**src/rtl/cwps_pkg.sv**
```systemverilog
// Package for the centered window pause score block.
// Holds widths, reset constants and the structs passed between the front and back parts.
// No dependencies.
package cwps_pkg;

    localparam int SAMPLE_W       = 24;
    localparam int SCORE_W        = 24;
    localparam int WIN_W          = 6;
    localparam int PTR_W          = 6;
    localparam int DELAY_DEPTH    = 64;
    localparam int CNT_W          = 7;
    localparam int PEND_W         = 6;
    localparam int MAX_OUT        = 32;
    localparam int SUM_W          = 30;
    localparam int DVD_W          = 54;
    localparam int DVS_W          = 33;
    localparam int ROOT_W         = 27;
    localparam int MAX_WINDOW_DEF = 63;
    localparam int QUEUE_DEPTH    = 4;

    localparam logic [WIN_W-1:0]   WINDOW_RESET  = 6'd11;
    localparam logic [SCORE_W-1:0] SCORE_POS_MAX = 24'h7F_FFFF;
    localparam logic [SCORE_W-1:0] SCORE_NEG_MIN = 24'h80_0000;

    // One score job: a window of cnt samples starting at start, centered on center.
    typedef struct packed {
        logic [PTR_W-1:0] start;
        logic [WIN_W-1:0] cnt;
        logic [PTR_W-1:0] center;
        logic             last;
    } job_t;

    // Delay line write request from the front part.
    typedef struct packed {
        logic                en;
        logic [PTR_W-1:0]    addr;
        logic [SAMPLE_W-1:0] data;
    } mem_wr_t;

    typedef struct packed {
        logic [SCORE_W-1:0] score;
        logic               last;
    } result_t;

endpackage

```
**src/rtl/centered_window_pause_score.sv**
```systemverilog
// Throughput: a new sample is taken only once the previous one has been turned into jobs
// and the back part is idle; each score it releases runs through the shared divider
// (used twice) and the square root unit.
// Reset: asynchronous, active low; clears all counters, queues and window_size to 11.
// The delay line is not cleared; only samples of the current sequence are ever read.
module centered_window_pause_score #(
    parameter int MAX_WINDOW = cwps_pkg::MAX_WINDOW_DEF
) (
    input  logic                                 clk,
    input  logic                                 rst_n,
    input  logic                                 push,
    output logic                                 full,
    input  logic [cwps_pkg::SAMPLE_W-1:0]        coverage,
    input  logic                                 last_sample,
    input  logic                                 cfg_write,
    input  logic [cwps_pkg::WIN_W-1:0]           cfg_data,
    output logic                                 empty,
    input  logic                                 pop,
    output logic signed [cwps_pkg::SCORE_W-1:0]  score,
    output logic                                 last_score
);
    import cwps_pkg::*;

    // The front part writes each sample into the delay line held by the back part and
    // turns every position with enough lookahead, or at a sequence end every pending one,
    // into a job. Jobs wait in a short queue; the back part sums the window, then runs mean,
    // root and the final quotient. A new transaction is taken only once all jobs of the last
    // one are finished, so the delay line is never overwritten under a window being summed.

    job_t    job_in;
    job_t    job_out;
    mem_wr_t mem_wr;
    result_t res_in;
    result_t res_out;
    logic    job_push;
    logic    job_pop;
    logic    job_full;
    logic    job_empty;
    logic    res_push;
    logic    res_full;
    logic    back_busy;

    cwps_front #(
        .MAX_WINDOW (MAX_WINDOW)
    ) u_front (
        .clk         (clk),
        .rst_n       (rst_n),
        .push        (push),
        .full        (full),
        .coverage    (coverage),
        .last_sample (last_sample),
        .cfg_write   (cfg_write),
        .cfg_data    (cfg_data),
        .back_busy   (back_busy),
        .job_empty   (job_empty),
        .job_full    (job_full),
        .job_push    (job_push),
        .job         (job_in),
        .mem_wr      (mem_wr)
    );

    // Queue between the two halves.
    cwps_fifo #(
        .WIDTH ($bits(job_t)),
        .DEPTH (QUEUE_DEPTH)
    ) u_job_q (
        .clk     (clk),
        .rst_n   (rst_n),
        .wr_en   (job_push),
        .wr_data (job_in),
        .full    (job_full),
        .rd_en   (job_pop),
        .rd_data (job_out),
        .empty   (job_empty)
    );

    cwps_back u_back (
        .clk       (clk),
        .rst_n     (rst_n),
        .mem_wr    (mem_wr),
        .job_empty (job_empty),
        .job       (job_out),
        .job_pop   (job_pop),
        .res_full  (res_full),
        .res_push  (res_push),
        .res       (res_in),
        .busy      (back_busy)
    );

    // Results wait here so the back part can start the next job while one is held.
    cwps_fifo #(
        .WIDTH ($bits(result_t)),
        .DEPTH (QUEUE_DEPTH)
    ) u_res_q (
        .clk     (clk),
        .rst_n   (rst_n),
        .wr_en   (res_push),
        .wr_data (res_in),
        .full    (res_full),
        .rd_en   (pop),
        .rd_data (res_out),
        .empty   (empty)
    );

    assign score      = res_out.score;
    assign last_score = res_out.last;

endmodule

```
**src/rtl/cwps_fifo.sv**
```systemverilog
// Small synchronous queue used for the job and result queues.
// Depends on nothing; DEPTH must be a power of two.
module cwps_fifo #(
    parameter int WIDTH = 8,
    parameter int DEPTH = 4
) (
    input  logic             clk,
    input  logic             rst_n,
    input  logic             wr_en,
    input  logic [WIDTH-1:0] wr_data,
    output logic             full,
    input  logic             rd_en,
    output logic [WIDTH-1:0] rd_data,
    output logic             empty
);

    localparam int AW = (DEPTH > 1) ? $clog2(DEPTH) : 1;

    logic [WIDTH-1:0] store_reg [DEPTH];
    logic [AW-1:0]    wptr_reg;
    logic [AW-1:0]    rptr_reg;
    logic [AW:0]      count_reg;

    assign full    = (count_reg == (AW+1)'(DEPTH));
    assign empty   = (count_reg == '0);
    assign rd_data = store_reg[rptr_reg];

    always_ff @(posedge clk)
    begin
        if (wr_en && !full)
        begin
            store_reg[wptr_reg] <= wr_data;
        end
    end

    always_ff @(posedge clk or negedge rst_n)
    begin
        if (!rst_n)
        begin
            wptr_reg  <= '0;
            rptr_reg  <= '0;
            count_reg <= '0;
        end
        else
        begin
            if (wr_en && !full)
            begin
                wptr_reg <= wptr_reg + 1'b1;
            end
            if (rd_en && !empty)
            begin
                rptr_reg <= rptr_reg + 1'b1;
            end
            count_reg <= count_reg + (AW+1)'(wr_en && !full) - (AW+1)'(rd_en && !empty);
        end
    end

endmodule

```
**src/rtl/cwps_div.sv**
```systemverilog
// Restoring divider, one quotient bit per cycle.
// Depends on cwps_pkg for operand widths.
module cwps_div (
    input  logic                      clk,
    input  logic                      rst_n,
    input  logic                      start,
    input  logic [cwps_pkg::DVD_W-1:0] dividend,
    input  logic [cwps_pkg::DVS_W-1:0] divisor,
    output logic [cwps_pkg::DVD_W-1:0] quotient,
    output logic                      done
);
    import cwps_pkg::*;

    localparam int STEP_W = $clog2(DVD_W + 1);

    logic [DVS_W-1:0]  rem_reg;
    logic [DVD_W-1:0]  q_reg;
    logic [DVS_W-1:0]  dvs_reg;
    logic [STEP_W-1:0] step_reg;
    logic              busy_reg;
    logic              done_reg;
    logic [DVS_W:0]    trial;
    logic              ge;
    logic [DVS_W:0]    diff;

    assign trial    = {rem_reg, q_reg[DVD_W-1]};
    assign ge       = (trial >= {1'b0, dvs_reg});
    assign diff     = trial - {1'b0, dvs_reg};
    assign quotient = q_reg;
    assign done     = done_reg;

    always_ff @(posedge clk)
    begin
        if (start)
        begin
            rem_reg <= '0;
            q_reg   <= dividend;
            dvs_reg <= divisor;
        end
        else if (busy_reg)
        begin
            rem_reg <= ge ? diff[DVS_W-1:0] : trial[DVS_W-1:0];
            q_reg   <= {q_reg[DVD_W-2:0], ge};
        end
    end

    always_ff @(posedge clk or negedge rst_n)
    begin
        if (!rst_n)
        begin
            busy_reg <= 1'b0;
            done_reg <= 1'b0;
            step_reg <= '0;
        end
        else
        begin
            done_reg <= 1'b0;
            if (start)
            begin
                busy_reg <= 1'b1;
                step_reg <= '0;
            end
            else if (busy_reg)
            begin
                step_reg <= step_reg + 1'b1;
                if (step_reg == STEP_W'(DVD_W - 1))
                begin
                    busy_reg <= 1'b0;
                    done_reg <= 1'b1;
                end
            end
        end
    end

endmodule

```
**src/rtl/cwps_sqrt.sv**
```systemverilog
// Integer square root, two radicand bits per cycle.
// Depends on cwps_pkg for widths.
module cwps_sqrt (
    input  logic                       clk,
    input  logic                       rst_n,
    input  logic                       start,
    input  logic [cwps_pkg::DVD_W-1:0]  radicand,
    output logic [cwps_pkg::ROOT_W-1:0] root,
    output logic                       done
);
    import cwps_pkg::*;

    localparam int STEP_W = $clog2(ROOT_W + 1);

    logic [DVD_W-1:0]  v_reg;
    logic [DVD_W-1:0]  res_reg;
    logic [DVD_W-1:0]  bit_reg;
    logic [STEP_W-1:0] step_reg;
    logic              busy_reg;
    logic              done_reg;
    logic [DVD_W-1:0]  trial;

    assign trial = res_reg + bit_reg;
    assign root  = res_reg[ROOT_W-1:0];
    assign done  = done_reg;

    always_ff @(posedge clk)
    begin
        if (start)
        begin
            v_reg   <= radicand;
            res_reg <= '0;
            bit_reg <= DVD_W'(1) << (2 * ROOT_W - 2);
        end
        else if (busy_reg)
        begin
            if (v_reg >= trial)
            begin
                v_reg   <= v_reg - trial;
                res_reg <= (res_reg >> 1) + bit_reg;
            end
            else
            begin
                res_reg <= res_reg >> 1;
            end
            bit_reg <= bit_reg >> 2;
        end
    end

    always_ff @(posedge clk or negedge rst_n)
    begin
        if (!rst_n)
        begin
            busy_reg <= 1'b0;
            done_reg <= 1'b0;
            step_reg <= '0;
        end
        else
        begin
            done_reg <= 1'b0;
            if (start)
            begin
                busy_reg <= 1'b1;
                step_reg <= '0;
            end
            else if (busy_reg)
            begin
                step_reg <= step_reg + 1'b1;
                if (step_reg == STEP_W'(ROOT_W - 1))
                begin
                    busy_reg <= 1'b0;
                    done_reg <= 1'b1;
                end
            end
        end
    end

endmodule

```
**src/rtl/cwps_front.sv**
```systemverilog
// Front part: takes samples, keeps the sequence counters and issues one score job per
// position that falls due. Depends on cwps_pkg.
module cwps_front #(
    parameter int MAX_WINDOW = cwps_pkg::MAX_WINDOW_DEF
) (
    input  logic                          clk,
    input  logic                          rst_n,
    input  logic                          push,
    output logic                          full,
    input  logic [cwps_pkg::SAMPLE_W-1:0] coverage,
    input  logic                          last_sample,
    input  logic                          cfg_write,
    input  logic [cwps_pkg::WIN_W-1:0]    cfg_data,
    input  logic                          back_busy,
    input  logic                          job_empty,
    input  logic                          job_full,
    output logic                          job_push,
    output cwps_pkg::job_t                job,
    output cwps_pkg::mem_wr_t             mem_wr
);
    import cwps_pkg::*;

    typedef enum logic {
        F_IDLE,
        F_EMIT
    } fstate_t;

    fstate_t           state_reg;
    logic [WIN_W-1:0]  win_reg;
    logic [PTR_W-1:0]  wr_ptr_reg;
    logic [CNT_W-1:0]  samp_cnt_reg;
    logic [PEND_W-1:0] pend_reg;
    logic              last_reg;

    logic              accept;
    logic [WIN_W-1:0]  win_eff;
    logic [WIN_W-1:0]  prev;
    logic [WIN_W-1:0]  next;
    logic [WIN_W-1:0]  back_ofs;
    logic [WIN_W-1:0]  ahead;
    logic [CNT_W-1:0]  behind_raw;
    logic [WIN_W-1:0]  behind;
    logic              due;

    assign full   = (state_reg != F_IDLE) || !job_empty || back_busy;
    assign accept = push && !full;

    assign mem_wr.en   = accept;
    assign mem_wr.addr = wr_ptr_reg;
    assign mem_wr.data = coverage;

    always_comb
    begin
        if (win_reg == '0)
        begin
            win_eff = WIN_W'(1);
        end
        else if (win_reg > WIN_W'(MAX_WINDOW))
        begin
            win_eff = WIN_W'(MAX_WINDOW);
        end
        else
        begin
            win_eff = win_reg;
        end
        prev = win_eff >> 1;
        next = win_eff[0] ? prev : prev - 1'b1;

        back_ofs = pend_reg - 1'b1;
        ahead    = (back_ofs < next) ? back_ofs : next;
        if (samp_cnt_reg > {1'b0, back_ofs})
        begin
            behind_raw = samp_cnt_reg - 1'b1 - {1'b0, back_ofs};
        end
        else
        begin
            behind_raw = '0;
        end
        behind = (behind_raw > {1'b0, prev}) ? prev : behind_raw[WIN_W-1:0];

        job.center = wr_ptr_reg - 1'b1 - back_ofs;
        job.start  = job.center - behind;
        job.cnt    = ahead + behind + 1'b1;
        job.last   = last_reg && (pend_reg == PEND_W'(1));

        due      = last_reg ? (pend_reg != '0) : (pend_reg > next);
        job_push = (state_reg == F_EMIT) && due && !job_full;
    end

    always_ff @(posedge clk or negedge rst_n)
    begin
        if (!rst_n)
        begin
            state_reg    <= F_IDLE;
            win_reg      <= WINDOW_RESET;
            wr_ptr_reg   <= '0;
            samp_cnt_reg <= '0;
            pend_reg     <= '0;
            last_reg     <= 1'b0;
        end
        else
        begin
            if (cfg_write)
            begin
                win_reg <= cfg_data;
            end
            unique case (state_reg)
                F_IDLE:
                begin
                    if (accept)
                    begin
                        wr_ptr_reg <= wr_ptr_reg + 1'b1;
                        if (samp_cnt_reg < CNT_W'(DELAY_DEPTH))
                        begin
                            samp_cnt_reg <= samp_cnt_reg + 1'b1;
                        end
                        if (pend_reg < PEND_W'(MAX_OUT))
                        begin
                            pend_reg <= pend_reg + 1'b1;
                        end
                        last_reg  <= last_sample;
                        state_reg <= F_EMIT;
                    end
                end
                F_EMIT:
                begin
                    if (!due)
                    begin
                        if (last_reg)
                        begin
                            pend_reg     <= '0;
                            samp_cnt_reg <= '0;
                        end
                        state_reg <= F_IDLE;
                    end
                    else if (job_push)
                    begin
                        pend_reg <= pend_reg - 1'b1;
                    end
                end
                default:
                begin
                    state_reg <= F_IDLE;
                end
            endcase
        end
    end

endmodule

```
**src/rtl/cwps_back.sv**
```systemverilog
// Back part: holds the sample delay line, sums each job's window and computes the score
// with the shared divider and the square root unit. Depends on cwps_pkg, cwps_div, cwps_sqrt.
module cwps_back (
    input  logic                 clk,
    input  logic                 rst_n,
    input  cwps_pkg::mem_wr_t    mem_wr,
    input  logic                 job_empty,
    input  cwps_pkg::job_t       job,
    output logic                 job_pop,
    input  logic                 res_full,
    output logic                 res_push,
    output cwps_pkg::result_t    res,
    output logic                 busy
);
    import cwps_pkg::*;

    typedef enum logic [2:0] {
        B_IDLE,
        B_SUM,
        B_MEAN,
        B_ROOT,
        B_QUOT,
        B_OUT
    } bstate_t;

    bstate_t             state_reg;
    job_t                job_reg;
    logic [WIN_W-1:0]    rd_cnt_reg;
    logic                rvld_reg;
    logic                rctr_reg;
    logic [SAMPLE_W-1:0] rdata_reg;
    logic [SUM_W-1:0]    sum_reg;
    logic [SAMPLE_W-1:0] x_reg;
    logic [SUM_W-1:0]    xn_reg;
    logic [SUM_W-1:0]    num_reg;
    logic                neg_reg;
    logic [DVS_W-1:0]    den_reg;
    logic [DVD_W-1:0]    mean_reg;
    logic                div_start_reg;
    logic                sqrt_start_reg;
    logic [SCORE_W-1:0]  score_reg;

    logic [SAMPLE_W-1:0] delay_mem [DELAY_DEPTH];

    logic                rd_en;
    logic [PTR_W-1:0]    rd_addr;
    logic [DVD_W-1:0]    div_dividend;
    logic [DVS_W-1:0]    div_divisor;
    logic [DVD_W-1:0]    quotient;
    logic                div_done;
    logic [ROOT_W-1:0]   root;
    logic                sqrt_done;
    logic [DVS_W-1:0]    den_calc;

    assign rd_en    = (state_reg == B_SUM) && (rd_cnt_reg < job_reg.cnt);
    assign rd_addr  = job_reg.start + rd_cnt_reg;
    assign job_pop  = (state_reg == B_IDLE) && !job_empty;
    assign res_push = (state_reg == B_OUT) && !res_full;
    assign res.score = score_reg;
    assign res.last  = job_reg.last;
    assign busy     = (state_reg != B_IDLE);
    assign den_calc = DVS_W'(job_reg.cnt) * DVS_W'(root);

    always_comb
    begin
        if (state_reg == B_MEAN)
        begin
            div_dividend = {sum_reg, 24'd0};
            div_divisor  = DVS_W'(job_reg.cnt);
        end
        else
        begin
            div_dividend = DVD_W'({num_reg, 16'd0});
            div_divisor  = den_reg;
        end
    end

    always_ff @(posedge clk)
    begin
        if (mem_wr.en)
        begin
            delay_mem[mem_wr.addr] <= mem_wr.data;
        end
        rdata_reg <= delay_mem[rd_addr];
    end

    cwps_div u_div (
        .clk      (clk),
        .rst_n    (rst_n),
        .start    (div_start_reg),
        .dividend (div_dividend),
        .divisor  (div_divisor),
        .quotient (quotient),
        .done     (div_done)
    );

    cwps_sqrt u_sqrt (
        .clk      (clk),
        .rst_n    (rst_n),
        .start    (sqrt_start_reg),
        .radicand (mean_reg),
        .root     (root),
        .done     (sqrt_done)
    );

    always_ff @(posedge clk or negedge rst_n)
    begin
        if (!rst_n)
        begin
            state_reg      <= B_IDLE;
            rvld_reg       <= 1'b0;
            rctr_reg       <= 1'b0;
            div_start_reg  <= 1'b0;
            sqrt_start_reg <= 1'b0;
            rd_cnt_reg     <= '0;
            job_reg        <= '0;
            sum_reg        <= '0;
            x_reg          <= '0;
            xn_reg         <= '0;
            num_reg        <= '0;
            neg_reg        <= 1'b0;
            den_reg        <= '0;
            mean_reg       <= '0;
            score_reg      <= '0;
        end
        else
        begin
            div_start_reg  <= 1'b0;
            sqrt_start_reg <= 1'b0;
            rvld_reg       <= rd_en;
            rctr_reg       <= (rd_addr == job_reg.center);
            unique case (state_reg)
                B_IDLE:
                begin
                    if (!job_empty)
                    begin
                        job_reg    <= job;
                        rd_cnt_reg <= '0;
                        sum_reg    <= '0;
                        state_reg  <= B_SUM;
                    end
                end
                B_SUM:
                begin
                    if (rd_en)
                    begin
                        rd_cnt_reg <= rd_cnt_reg + 1'b1;
                    end
                    if (rvld_reg)
                    begin
                        sum_reg <= sum_reg + SUM_W'(rdata_reg);
                        if (rctr_reg)
                        begin
                            x_reg <= rdata_reg;
                        end
                    end
                    else if (!rd_en && (rd_cnt_reg == job_reg.cnt))
                    begin
                        if (sum_reg == '0)
                        begin
                            score_reg <= '0;
                            state_reg <= B_OUT;
                        end
                        else
                        begin
                            xn_reg        <= SUM_W'(x_reg) * SUM_W'(job_reg.cnt);
                            div_start_reg <= 1'b1;
                            state_reg     <= B_MEAN;
                        end
                    end
                end
                B_MEAN:
                begin
                    if (div_done)
                    begin
                        mean_reg       <= quotient;
                        sqrt_start_reg <= 1'b1;
                        state_reg      <= B_ROOT;
                    end
                end
                B_ROOT:
                begin
                    if (sqrt_done)
                    begin
                        neg_reg <= (xn_reg < sum_reg);
                        num_reg <= (xn_reg < sum_reg) ? sum_reg - xn_reg : xn_reg - sum_reg;
                        den_reg <= den_calc;
                        if (den_calc == '0)
                        begin
                            score_reg <= '0;
                            state_reg <= B_OUT;
                        end
                        else
                        begin
                            div_start_reg <= 1'b1;
                            state_reg     <= B_QUOT;
                        end
                    end
                end
                B_QUOT:
                begin
                    if (div_done)
                    begin
                        if (neg_reg)
                        begin
                            if (quotient >= DVD_W'(SCORE_NEG_MIN))
                            begin
                                score_reg <= SCORE_NEG_MIN;
                            end
                            else
                            begin
                                score_reg <= ~quotient[SCORE_W-1:0] + 1'b1;
                            end
                        end
                        else if (quotient > DVD_W'(SCORE_POS_MAX))
                        begin
                            score_reg <= SCORE_POS_MAX;
                        end
                        else
                        begin
                            score_reg <= quotient[SCORE_W-1:0];
                        end
                        state_reg <= B_OUT;
                    end
                end
                B_OUT:
                begin
                    if (!res_full)
                    begin
                        state_reg <= B_IDLE;
                    end
                end
                default:
                begin
                    state_reg <= B_IDLE;
                end
            endcase
        end
    end

endmodule

```
**config.mk**
```make
export PLATFORM = sky130hd
export DESIGN_NAME = centered_window_pause_score
export DESIGN_NICKNAME = d
export VERILOG_FILES = /design/src/rtl/cwps_pkg.sv /design/src/rtl/centered_window_pause_score.sv /design/src/rtl/cwps_fifo.sv /design/src/rtl/cwps_div.sv /design/src/rtl/cwps_sqrt.sv /design/src/rtl/cwps_front.sv /design/src/rtl/cwps_back.sv
export SDC_FILE = /design/constraint.sdc
export NUM_CORES = 2
export LEC_CHECK = 0
export BUFFER_PORTS_ARGS = -buffer_cell sky130_fd_sc_hd__buf_2
export CORE_MARGIN = 2
export CORE_UTILIZATION = 52
export CTS_CLUSTER_SIZE = 25
export DETAILED_ROUTE_END_ITERATION = 7
export PLACE_DENSITY = 0.67
export SYNTH_ARGS = -nofsm -noshare
export SYNTH_HDL_FRONTEND = slang
export SYNTH_SLANG_ARGS = --single-unit
```
**constraint.sdc**
```tcl
create_clock -name clk -period 8 [get_ports clk]
set_input_delay 1.6 -clock clk [delete_from_list [all_inputs] [get_ports clk]]
set_output_delay 1.6 -clock clk [all_outputs]
set_load 0.01 [all_outputs]
```
---- After elaboration in Yosys (flattened, before gate mapping) ----
Memories as Yosys holds them, arrays and structs flattened. A register that Yosys moved wholly into a read port is not among the register bits.
Cells that the tools add are included.
operators by class
  reduce and logical (&&, ||, !) cells .... 47
  $add $sub $neg .......................... 32
  $mul .................................... 2
  magnitude comparators ................... 13
  equal/unequal tests ..................... 30
  bitwise gates (word level) .............. 5
  muxes and demuxes ....................... 86
operators by type and width
  kind                                                                 count
  2-to-1 mux 54 bit                                                    7
  2-to-1 mux 24 bit                                                    9
  2-to-1 mux 30 bit                                                    3
  2-to-1 mux 6 bit                                                     15
  case mux 24 bit (3 select lines)                                     1
  case mux 30 bit (2 select lines)                                     1
  subtractor 30 bit                                                    2
  adder 53 x 53 -> 54 bit                                              1
  adder 54 x 53 -> 54 bit                                              1
  greater-or-equal comparator 54 x 24 -> 1 bit, second input constant  1
  greater-or-equal comparator 54 bit                                   1
  greater-than comparator 54 x 23 -> 1 bit, second input constant      1
  subtractor 54 bit                                                    1
  2-to-1 mux 7 bit                                                     5
  greater-or-equal comparator 34 x 33 -> 1 bit                         1
  logical NOT 33 bit                                                   1
  multiplier 6 x 27 -> 33 bit                                          1
  2-to-1 mux 33 bit                                                    1
  subtractor 33 bit                                                    1
  adder 30 x 24 -> 30 bit                                              1
  adder 6 x 1 -> 6 bit, second input constant                          5
  logical NOT 30 bit                                                   1
  < comparator 30 bit                                                  1
  multiplier 24 x 6 -> 30 bit                                          1
  51 further kinds                                                     152
word-level totals
  memory bits (writable) .................. 1712
  logic and storage cells ................. 257
  input bits .............................. 36
  register bits ........................... 550
  output and inout bits ................... 27
  memories ................................ 3
memory list
  name               words  bits a word  read ports  clocked after memory_dff  write ports  RTL line         source
  u_back.delay_mem   64     24           1           1                         1            cwps_back.sv:43  logic [SAMPLE_W-1:0] delay_mem [DELAY_DEPTH];
  u_res_q.store_reg  4      25           1           0                         1            cwps_fifo.sv:19  logic [WIDTH-1:0] store_reg [DEPTH];
  u_job_q.store_reg  4      19           1           1                         1            cwps_fifo.sv:19

---- Longest topological paths before layout ----
  depth after elaboration ................. 12
  gate-level depth with buffers ........... 29
  gate-level depth less buffers ........... 29

---- Cells and area by module ----
Synthesis repeated with hierarchy kept, for this count alone.
unflattened totals
  cells, all modules ...................... 8188
  area, all modules ....................... 114354.7 um^2
by module, submodules not included
  module                area each (um^2)  instances  cells an instance  sequential area each (um^2)
  cwps_back             83866.7           1          5201               53060.9
  cwps_sqrt             12687.2           1          1604               3418.3
  cwps_div              7114.3            1          666                3473.3
  cwps_fifo at u_res_q  4127.7            1          172                3178.0
  cwps_front            3347.0            1          405                679.4
  cwps_fifo at u_job_q  3211.8            1          140                2457.4

---- Worst setup path before layout ----
OpenSTA, ideal clock, no wires.
  path kind ............................... reg2reg
  start point ............................. register u_back.u_sqrt.res_reg[2]
  end point ............................... register u_back.u_sqrt.v_reg[0], enable pin
  path slack .............................. 1.275 ns
  arrival time ............................ 6.312 ns
  data required time ...................... 7.587 ns
  stages on the path, launching flop included .. 26
  setup time .............................. 0.413 ns
  path through ............................ dfxtp_1 > ha_1 > a31oi_1 > o21bai_1 > a31oi_1 > o21ai_1 > o21ai_0 > a2111oi_0 > or4_1 > a311o_1 > a211o_1 > a21oi_1 > xor2_1 > ha_1 > clkbuf_1 > nand3_1 > nor4_1 > nand4_1 > o21ai_0 > a31oi_1 > o21bai_1 > a21oi_1 > o21ai_1 > buf_2 > nand2_1 > nand2_1
between the ends
  cells in the longest elaborated chain, start to end .. 4
RTL lines
  element                               RTL line         source
  from (decl)                           cwps_sqrt.sv:16  logic [DVD_W-1:0] res_reg;
  from (signal assigned)                cwps_sqrt.sv:40  res_reg <= (res_reg >> 1) + bit_reg;
  from (signal assigned)                cwps_sqrt.sv:44  res_reg <= res_reg >> 1;
  adder 54 x 53 -> 54 bit               cwps_sqrt.sv:23  assign trial = res_reg + bit_reg;
  greater-or-equal comparator 54 bit    cwps_sqrt.sv:37  if (v_reg >= trial)
  nonzero test 2 bit (no source line)   n/a
  AND reduction 2 bit (no source line)  n/a
  to (signal assigned)                  cwps_sqrt.sv:31  v_reg <= radicand;
  to (signal assigned)                  cwps_sqrt.sv:39  v_reg <= v_reg - trial;
  to (decl)                             cwps_sqrt.sv:15  logic [DVD_W-1:0] v_reg;
Every way passes these cells.
A chain may end at the register's enable or synchronous reset.

---- Worst setup path after layout ----
  start point ............................. register u_back.job_reg[8] (netlist name)
  end point ............................... register u_back.score_reg[22]
between the ends
  cells in the longest elaborated chain, start to end .. 6
  elaborated cells between the ends (all ways) .. 10
  those cells by class .................... mul: 1; order compare: 1; eq/ne: 3; reduce/logical: 5
RTL lines
  element                                                              RTL line          source
  from (decl)                                                          cwps_back.sv:27   job_t job_reg;
  from (signal assigned)                                               cwps_back.sv:137  job_reg <= job;
  branches (longest 5 deep; another with multiplier 6 x 27 -> 33 bit)  n/a
  AND reduction 7 bit (no source line) *                               n/a
  to (signal assigned)                                                 cwps_back.sv:212  score_reg <= ~quotient[SCORE_W-1:0] + 1'b1;
  to (signal assigned)                                                 cwps_back.sv:221  score_reg <= quotient[SCORE_W-1:0];
  to (decl)                                                            cwps_back.sv:41   logic [SCORE_W-1:0] score_reg;
Mark *: on every way between the ends.

==> flow_summary_export.csv <==
group,metric,value,unit
setup_path,crit_arrival,7.64,ns
power,power_density,402,mW/mm^2
route,wirelength,273000,um
clock_network,postCtsSetupBuffers,0,
logic_synthesis,synth-seq-cells,2305,
logic_synthesis,synthArstFlopShare,13.6,%
logic_synthesis,ys_types,105,
route,wl_per_cell,24.8,um
floorplan,die_area,0.220,mm^2
grt,grt_max_degree,145,
setup_path,cp_max_fo,46,
timing,fin_setup_tns,0,ns
finish,drive_gt1_share,16.4,%
logic_synthesis,yosys_warnings,0,
power,ir_worst_vdd,0.676,mV
floorplan,fp.dieH,469,um
finish,final_nets,8608,
route,m1WireLength,111000,um
setup_path,crit_type,"flop to flop",
route,drt-initial-drc-count,6129,
place,gp_congestion,0.908,
setup_path,required,8.74,ns
place,place.port_buffers,62,
route,firstDrtPassIters,6,
setup_path,path_common_cell,"fa_1",
clock_network,clock_sinks,2305,
grt,grt_overflow,0,
run_status,outcome,"complete, no violations",
route,vias,66900,
setup_path,cp_slowest_stage_delay,0.61,ns
grt,gr-usage-all-layers,24.9,%
setup_path,reg2reg_slack,1.10,ns
clock_network,htree_levels,4,
timing,tightest_slew,1.30,ns
setup_path,end_kind,"flop",
clock_network,clockBufferDepth,3,
logic_synthesis,synth_flop_cell,"edfxtp_1",
route,dr_wl_met3,15300,um
timing,fin_ws,1.10,ns
finish,layout_common_cells,"edfxtp_1, nand2_1, mux4_2",
floorplan,initial_core_util,52.4,%
timing,clock_skew,0.0785,ns
timing,fmax,145,MHz
finish,fillers,16700,
setup_path,path_buf_inv,4,
route,drc,0,
finish,largest_reg_flops,1536,
flow_run,cap_violations,0,
setup_path,crit_slowest_cell,"or4_1",
clock_network,hold_buffers,0,
route,wl_met2,137000,um
route,postRouteAntennaNets,0,
place,place_ws,1.19,ns
setup_path,path_cells,"buf_4, clkinv_1, nor2_1, fa_1, fa_1, inv_1, fa_1, inv_1, ha_1, and3_1, nand4_1, a31oi_2, or2_1, o211ai_1, or4_1, nor4_1, or4b_4, a21o_4, a32o_1",
floorplan,core-area,0.215,mm^2
timing,rsz0062_at_grt,"false",
clock_network,cts_tree,"yes",
logic_synthesis,seq_area_frac_synth,58.9,%
timing,slew_headroom,13.0,%
logic_synthesis,synth_edf_count,1853,
finish,layout.cells.most_common,"edfxtp_1",
route,highest_layer,"met5",
place,hpwl,177000,um
clock_network,cts_root_buf,"clkbuf_16",
logic_synthesis,syn_area,0.113,mm^2
grt,antenna_found_initial,9,
grt,grt_pass1_vias,67200,
floorplan,pin_count,63,
timing,final_max_slew_viol_count,0,
timing,layout_min_cycle_time,6.90,ns
setup_path,cp-start-kind,"flop",
setup_path,cp_top_family,"simple AND/OR/NAND/NOR gates",
finish,area_growth,10.2,%
logic_synthesis,syn_avg_cell_area,14.2,um^2
grt,grt_pass1_wl,415000,um
min_path,hold_path_class,"flop to flop",
timing,whs,0.477,ns
timing,finalCritPeriodShare,86.3,%
clock_network,clkLatencyLatePin,0.88,ns
clock_network,post_cts_resized,0,
timing,finalHoldViolations,0,
power,leakage,45.4,nW
clock_network,numCtsBuffers,230,
clock_network,clk_pin_slew_worst_paths,0.06,ns
finish,final_util,57.7,%
route,via_per_inst,6.07,
logic_synthesis,synthCells,7931,
floorplan,num_rows,170,
floorplan,die_x,469,um
timing,setup_violations,0,
per-stage QoR:
step / area [um^2] / total power, W / instances
floorplan: 113000 / 0.0320 / 7932
detailed placement: 116000 / 0.0394 / 10600
finish: 124000 / 0.0499 / 11000
global route: 124000 / 0.0525 / 11000
global placement: 116000 / 0.0391 / 10600
CTS: 124000 / 0.0503 / 11000
cells by family (layout without fill, tap and decap cells):
| kind of cell | Yosys count | count (layout) | share of synthesized area (%) |
|---|---|---|---|
| simple gates | 1766 | 1766 | 7.45 |
| fa+ha+maj | 581 | 581 | 7.81 |
| flops | 2305 | 2305 | 58.9 |
| xor+xnor | 291 | 291 | 2.27 |
| mux | 748 | 748 | 12.6 |
| other cells | 1 | 4 | 0.00333 |
| buf+inv | 832 | 1093 | 2.82 |
| compound gates | 1407 | 1407 | 8.15 |
Yosys cell counts (16+ instances only):
cell type / count / area share, %
and2_1: 161 / 0.90
edfxtp_1: 1853 / 49
a21oi_1: 325 / 1.4
nor2_1: 460 / 1.5
o21ai_1: 16 / 0.071
o21ai_0: 372 / 1.7
o21a_1: 49 / 0.33
o21bai_1: 50 / 0.33
mux2i_1: 110 / 0.98
fa_1: 202 / 3.6
ha_1: 379 / 4.2
nor2b_1: 123 / 0.68
or3_1: 39 / 0.22
a31oi_1: 69 / 0.38
buf_1: 59 / 0.20
o2bb2ai_2: 20 / 0.27
xor2_1: 132 / 1.0
a211oi_1: 79 / 0.53
a311oi_1: 28 / 0.22
clkbuf_1: 304 / 1.0
and3_1: 28 / 0.16
nor4_1: 34 / 0.19
nand2_1: 605 / 2.0
o31ai_1: 25 / 0.17
a221oi_1: 33 / 0.26
nor3_1: 64 / 0.28
mux2_2: 114 / 1.1
a31o_2: 17 / 0.13
dfxtp_1: 138 / 2.5
nand4_1: 64 / 0.36
xnor2_1: 159 / 1.2
o22ai_1: 21 / 0.12
mux4_2: 524 / 10
dfrtp_1: 311 / 6.9
a21o_1: 141 / 0.94
nand3_1: 70 / 0.31
o211ai_1: 27 / 0.18
nand2b_1: 36 / 0.20
inv_1: 449 / 1.5
worst register-to-register path, cell delays in order, from the launching register on:
cell      delay [ns]
dfrtp_1         0.32
buf_4           0.44
clkinv_1        0.54
nor2_1          0.28
fa_1            0.47
fa_1            0.55
inv_1           0.05
fa_1            0.48
inv_1           0.04
ha_1            0.38
and3_1          0.28
nand4_1         0.24
a31oi_2         0.33
or2_1           0.17
o211ai_1        0.15
or4_1           0.61
nor4_1          0.26
or4b_4          0.54
a21o_4          0.36
a32o_1          0.29
power by group:
part / switching, W / internal (W)
Combinational: 0.0136 / 0.0106
Clock: 0.00466 / 0.00611
Sequential: 0.000894 / 0.0140
per-layer routing:
metal | track usage (%) | vias to the layer above
li1 | - | 30100
met1 | 33.2 | 34200
met2 | 42.5 | 2200
met3 | 3.12 | 438
met4 | 8.45 | 6
met5 | 0 | -
area by class of cell:
| class | instances | area, um^2 | area share, % |
|---|---|---|---|
| Tap cell | 2838 | 3550 | 2.86 |
| Multi-Input combinational cell | 4795 | 43400 | 35.0 |
| Antenna cell | 2 | 5.00 | 0.00403 |
| Sequential cell | 2305 | 66300 | 53.4 |
| Clock inverter | 134 | 1310 | 1.06 |
| Inverter | 455 | 1710 | 1.38 |
| Timing Repair Buffer | 204 | 1500 | 1.21 |
| Clock buffer | 300 | 6300 | 5.08 |
worst paths after layout:
check	from	to	cells after the start
max reg2reg	u_back.job_reg[8]$_DFFE_PN0P_	u_back.score_reg[22]$_DFFE_PN0P_	19
max	u_back.job_reg[8]$_DFFE_PN0P_	u_back.score_reg[22]$_DFFE_PN0P_	19
min reg2reg	u_back.num_reg[13]$_DFFE_PN0P_	u_back.num_reg[13]$_DFFE_PN0P_	2
min	u_back.num_reg[13]$_DFFE_PN0P_	u_back.num_reg[13]$_DFFE_PN0P_	2
min in group asynchronous	rst_n	u_res_q.wptr_reg[0]$_DFFE_PN0P_	1
max in group asynchronous	rst_n	u_back.sqrt_start_reg$_DFF_PN0_	2
Power figures use the tool's default switching activity.
